$ cat config.mk
export PLATFORM = sky130hd
export DESIGN_NAME = imh_ram
export DESIGN_NICKNAME = d
export VERILOG_FILES = /design/src/hdl/imh_ram.sv
export SDC_FILE = /design/constraint.sdc
export NUM_CORES = 2
export LEC_CHECK = 0
export ABC_AREA = 1
export BUFFER_PORTS_ARGS = -buffer_cell sky130_fd_sc_hd__buf_4
export CAP_MARGIN = 30
export CORE_ASPECT_RATIO = 1.75
export CORE_MARGIN = 2
export CORE_UTILIZATION = 55
export CTS_BUF_LIST = sky130_fd_sc_hd__clkbuf_4 sky130_fd_sc_hd__clkbuf_8
export DETAILED_ROUTE_END_ITERATION = 6
export PLACE_DENSITY = 0.71
export SYNTH_ARGS = -nofsm -noshare
export SYNTH_HDL_FRONTEND = slang
export SYNTH_SLANG_ARGS = --single-unit
export TNS_END_PERCENT = 5
$ cat constraint.sdc
create_clock -name clk -period 4.5 [get_ports clk]
set_input_delay 0.9 -clock clk [delete_from_list [all_inputs] [get_ports clk]]
set_output_delay 0.9 -clock clk [all_outputs]
set_load 0.03 [all_outputs]
$ cat src/hdl/imh_ram.sv
// Generic single-write, single-read RAM with registered read data.
`default_nettype none
module imh_ram #(
  parameter int W = 8,
  parameter int D = 256
) (
  input  wire logic                 clk,
  input  wire logic                 we,
  input  wire logic [$clog2(D)-1:0] waddr,
  input  wire logic [W-1:0]         wdata,
  input  wire logic [$clog2(D)-1:0] raddr,
  output logic      [W-1:0]         rdata
);
  logic [W-1:0] mem [D];

  always_ff @(posedge clk) begin
    if (we) begin
      mem[waddr] <= wdata;
    end
    rdata <= mem[raddr];
  end
endmodule
`default_nettype wire

# ---- Word-level counts from Yosys, hierarchy flattened
# Memory sizes are Yosys's and may differ from the RTL's. A register that Yosys moved wholly into a read port is not among the register bits.
# Cells that the tools add are included.
dict set report word_totals {
  regBits 0
  ram_bits 2048
  elab_cells 3
  mem_count 1
  inputBits 26
  output_inout_bits 8
}
# name depth width rd rd_clocked_by_memory_dff write_ports line_no
set memory_table {}
lappend memory_table {mem 256 8 1 1 1 14} ;# logic [W-1:0] mem [D];
dict set report classes {
  n_mux 2
}
# op n
set op_table {}
lappend op_table {{$mux 1} 2}

# ---- Logic depth before layout (Yosys ltp)
dict set report logic_depth {
  word_depth 2
  depth_mapped 15
}

# ---- Least setup slack after synthesis
# Ideal clock, no wire load.
dict set report synth_path {
  path_kind {input -> register}
  startpoint {input we}
  endpoint {memory mem[162][0], enable pin}
  setup_slack_ps 2109
  arrival_time_ps 2021
  cell_stages 4
  n_path_buf 2
  path_cell_list {clkbuf_1 > nand3_1 > clkbuf_1 > nor2_1}
}
dict set report synth_between {
  elab_chain_len 2
}
# element line_no
set synth_lines {}
lappend synth_lines {{start, declared} 8} ;# input wire logic we,
lappend synth_lines {{$mux 1} 17} ;# if (we) begin
lappend synth_lines {{$mux 1 (implied by the code)} 18} ;# mem[waddr] <= wdata;
lappend synth_lines {{end, declared} 14}
# No other way between the ends.

==> results.toml <==
[clocking]
root_buffer = "clkbuf_8"
cts_tree = "built"
clk_pin_slew_ns = 0.07
postCtsSetupBuffers = 0
cts_hold_repair.buffers = 0
clockBufferDepth = 4
cts.sinks = 2056
cts_resized = 0
cts_buffers = 279
clock_latency_ns = 0.92
cts.htree.levels = 5

[run_status]
status = "finished, violations left"
violations = "DRC"

[finish]
multi_input_area_mm2 = 0.01914
utilization_pct = 60.05
nFillCells = 11640
drive_gt1_share_pct = 8.341
final_cells = 9191
syn2layout_area_growth_pct = 8.808
final_cell_area_mm2 = 0.09074
regArea_mm2 = 0.06166
nets = 6998

[yosys]
synth-simple-area-share_pct = 22.95
synth_fa_ha_area_share_pct = 0
yosysWarnings = 0
synth.net_count = 7029
synth-compound-area-share_pct = 0
avgSynthCellArea_um2 = 11.91
syn-cell-area_mm2 = 0.08340
synth_xor_area_share_pct = 0
yosysUniqueCellTypes = 14
yosysSeqAreaShare_pct = 73.94
synth_mux_area_share_pct = 0
synth_seq_cells = 2056
netlist_instances = 7003
synth_top_family_by_area = "simple AND/OR/NAND/NOR gates"

[timing]
hold_viol_final = 0
max_freq_mhz = 327.4
tightest_slew_ns = 1.156
report.final.slew_viol_count = 0
setup_viol = 0
fin_ws_ns = 1.446
tns_ns = 0
worst_hold_slack_ns = 0.3381
post-route-period-util_pct = 67.87
fin_skew_ns = 0.03634
rsz0062_at_grt = "false"
slew-limit-headroom_pct = 22.96
timing.final.crit_period_ns = 3.054

[global_route]
grt_pass1_wl_um = 336500
grt_start_max_net_pins = 160
grt_pass1_vias = 54500
grt_overflow = 0
grt_antenna_before_repair = 4
grtUsageTotal_pct = 28.95

[worst_setup_path]
cp.required_ns = 5.33
path_cells = "buf_8 > inv_16 > buf_12 > nand2_1 > nand3_1 > nand3_1 > nand3_1 > nand3_1 > nand3_1 > nand3_1 > nand2_1 > nand2_1 > nand2_1"
crit_path_end_kind = "register"
crit_arrival_ns = 3.89
worst_path_max_delay_cell = "buf_12"
crit_type = "input port to register"
cp.buffers_inverters = 3
setup.worst_path.start_class = "input port"
cpMostUsedCell = "nand3_1"
crit_fanout = 124
crit_family = "simple AND/OR/NAND/NOR gates"
slowest_delay_ns = 0.48

[place]
place_area_mm2 = 0.08538
place_congestion = 0.9142
pre_cts_slack_ns = 0.7464
dp_hpwl_um = 134600
placedCellCount = 8696
port_buffers = 33

[drt]
drtAntennaViolNets = 0
viasPerCell = 6.020
dr.pass1.iters = 7
drt-initial-drc-count = 6638
vias = 55330
wl_per_cell_um = 24.58
drcViolationCount = 2
totalWireLength_um = 225900

[floorplanning]
die-height_um = 519.1
start_util_pct = 55.19
dieWidth_um = 298.4
rows = 189
core-area_mm2 = 0.1511
io_pins = 34
die_area_mm2 = 0.1549

[min_path]
hold_path_class = "input port to register"

[power]
max-vdd-ir-drop_mv = 0.2280
powerDensity_mw_per_mm2 = 413.1
finalPower_mw = 37.49
power_leakage_nw = 31.43

[flow_run]
maxCapViolations = 0
-- worst register-to-register path, cell delays in order, from the launching register on --
cell,delay [ns]
edfxtp_1,0.36
nand2_1,0.08
nand3_1,0.09
nand3_1,0.15
nand3_1,0.12
nand3_1,0.29
nand3_1,0.11
nand3_1,0.41
nand2_1,0.20
nand2_1,0.12
nand2_1,0.07
-- flip-flops by register name, indices dropped and copies added (netlist names) --
register / flops
mem: 2048
rdata: 8
-- synth_stat cells --
cell | number | area, um^2
buf_1 | 40 | 150.1
clkbuf_1 | 112 | 420.4
nand2_1 | 2123 | 7969
nor2_1 | 283 | 1062
buf_2 | 268 | 1341
inv_2 | 2 | 7.510
inv_1 | 36 | 135.1
inv_4 | 1 | 6.260
buf_8 | 1 | 15.01
dfxtp_1 | 8 | 160.2
buf_6 | 16 | 180.2
buf_4 | 46 | 345.3
nand3_1 | 2019 | 10100
edfxtp_1 | 2048 | 61500
-- layout make-up --
class	count	area share, %
diodes	5	0.01379
clock inverters	129	0.9018
multi-input cells	4425	21.10
repair buffers	171	2.082
well taps	2005	2.765
inverters	39	0.1986
clock buffers	361	4.993
flip-flops and latches	2056	67.95
-- path summary, 6_finish.rpt --
kind	from	to	slack, ns	cells past startpoint
max reg2reg	mem[217][6]	rdata[6]	2.40	10
max	raddr[0]	rdata[6]	1.45	13
min	raddr[7]	rdata[3]	0.34	3
min reg2reg	mem[46][4]	rdata[4]	1.08	10
-- report_power, final --
group	internal [mW]	switching, mW
registers	21.1	0.0228
logic	0.572	1.85
clock network	7.12	6.82
-- layout by cell type (no fill, tap or decap), types with 9 or more instances in the layout --
| master | instances |
|---|---|
| buf_12 | 40 |
| buf_4 | 114 |
| buf_8 | 11 |
| bufinv_16 | 9 |
| clkbuf_4 | 70 |
| clkbuf_8 | 291 |
| clkinv_1 | 70 |
| clkinv_2 | 38 |
| edfxtp_1 | 2048 |
| inv_1 | 34 |
| nand2_1 | 2121 |
| nand3_1 | 2019 |
| nor2_1 | 282 |
-- cell families after synthesis --
group                  count (synthesis)
flip-flops                          2056
AND/OR/NAND/NOR                     4425
buffers and inverters                522
-- layer usage --
metal  up-vias  global-route usage, %  part of all wire (%)
li1      24800                      -                     -
met1     26830                  33.61                    34
met2      2981                  49.85                    51
met3       718                  4.490                   8.0
met4         0                  18.95                   7.2
met5         -                      0                     0
Power figures use the tool's default switching activity.
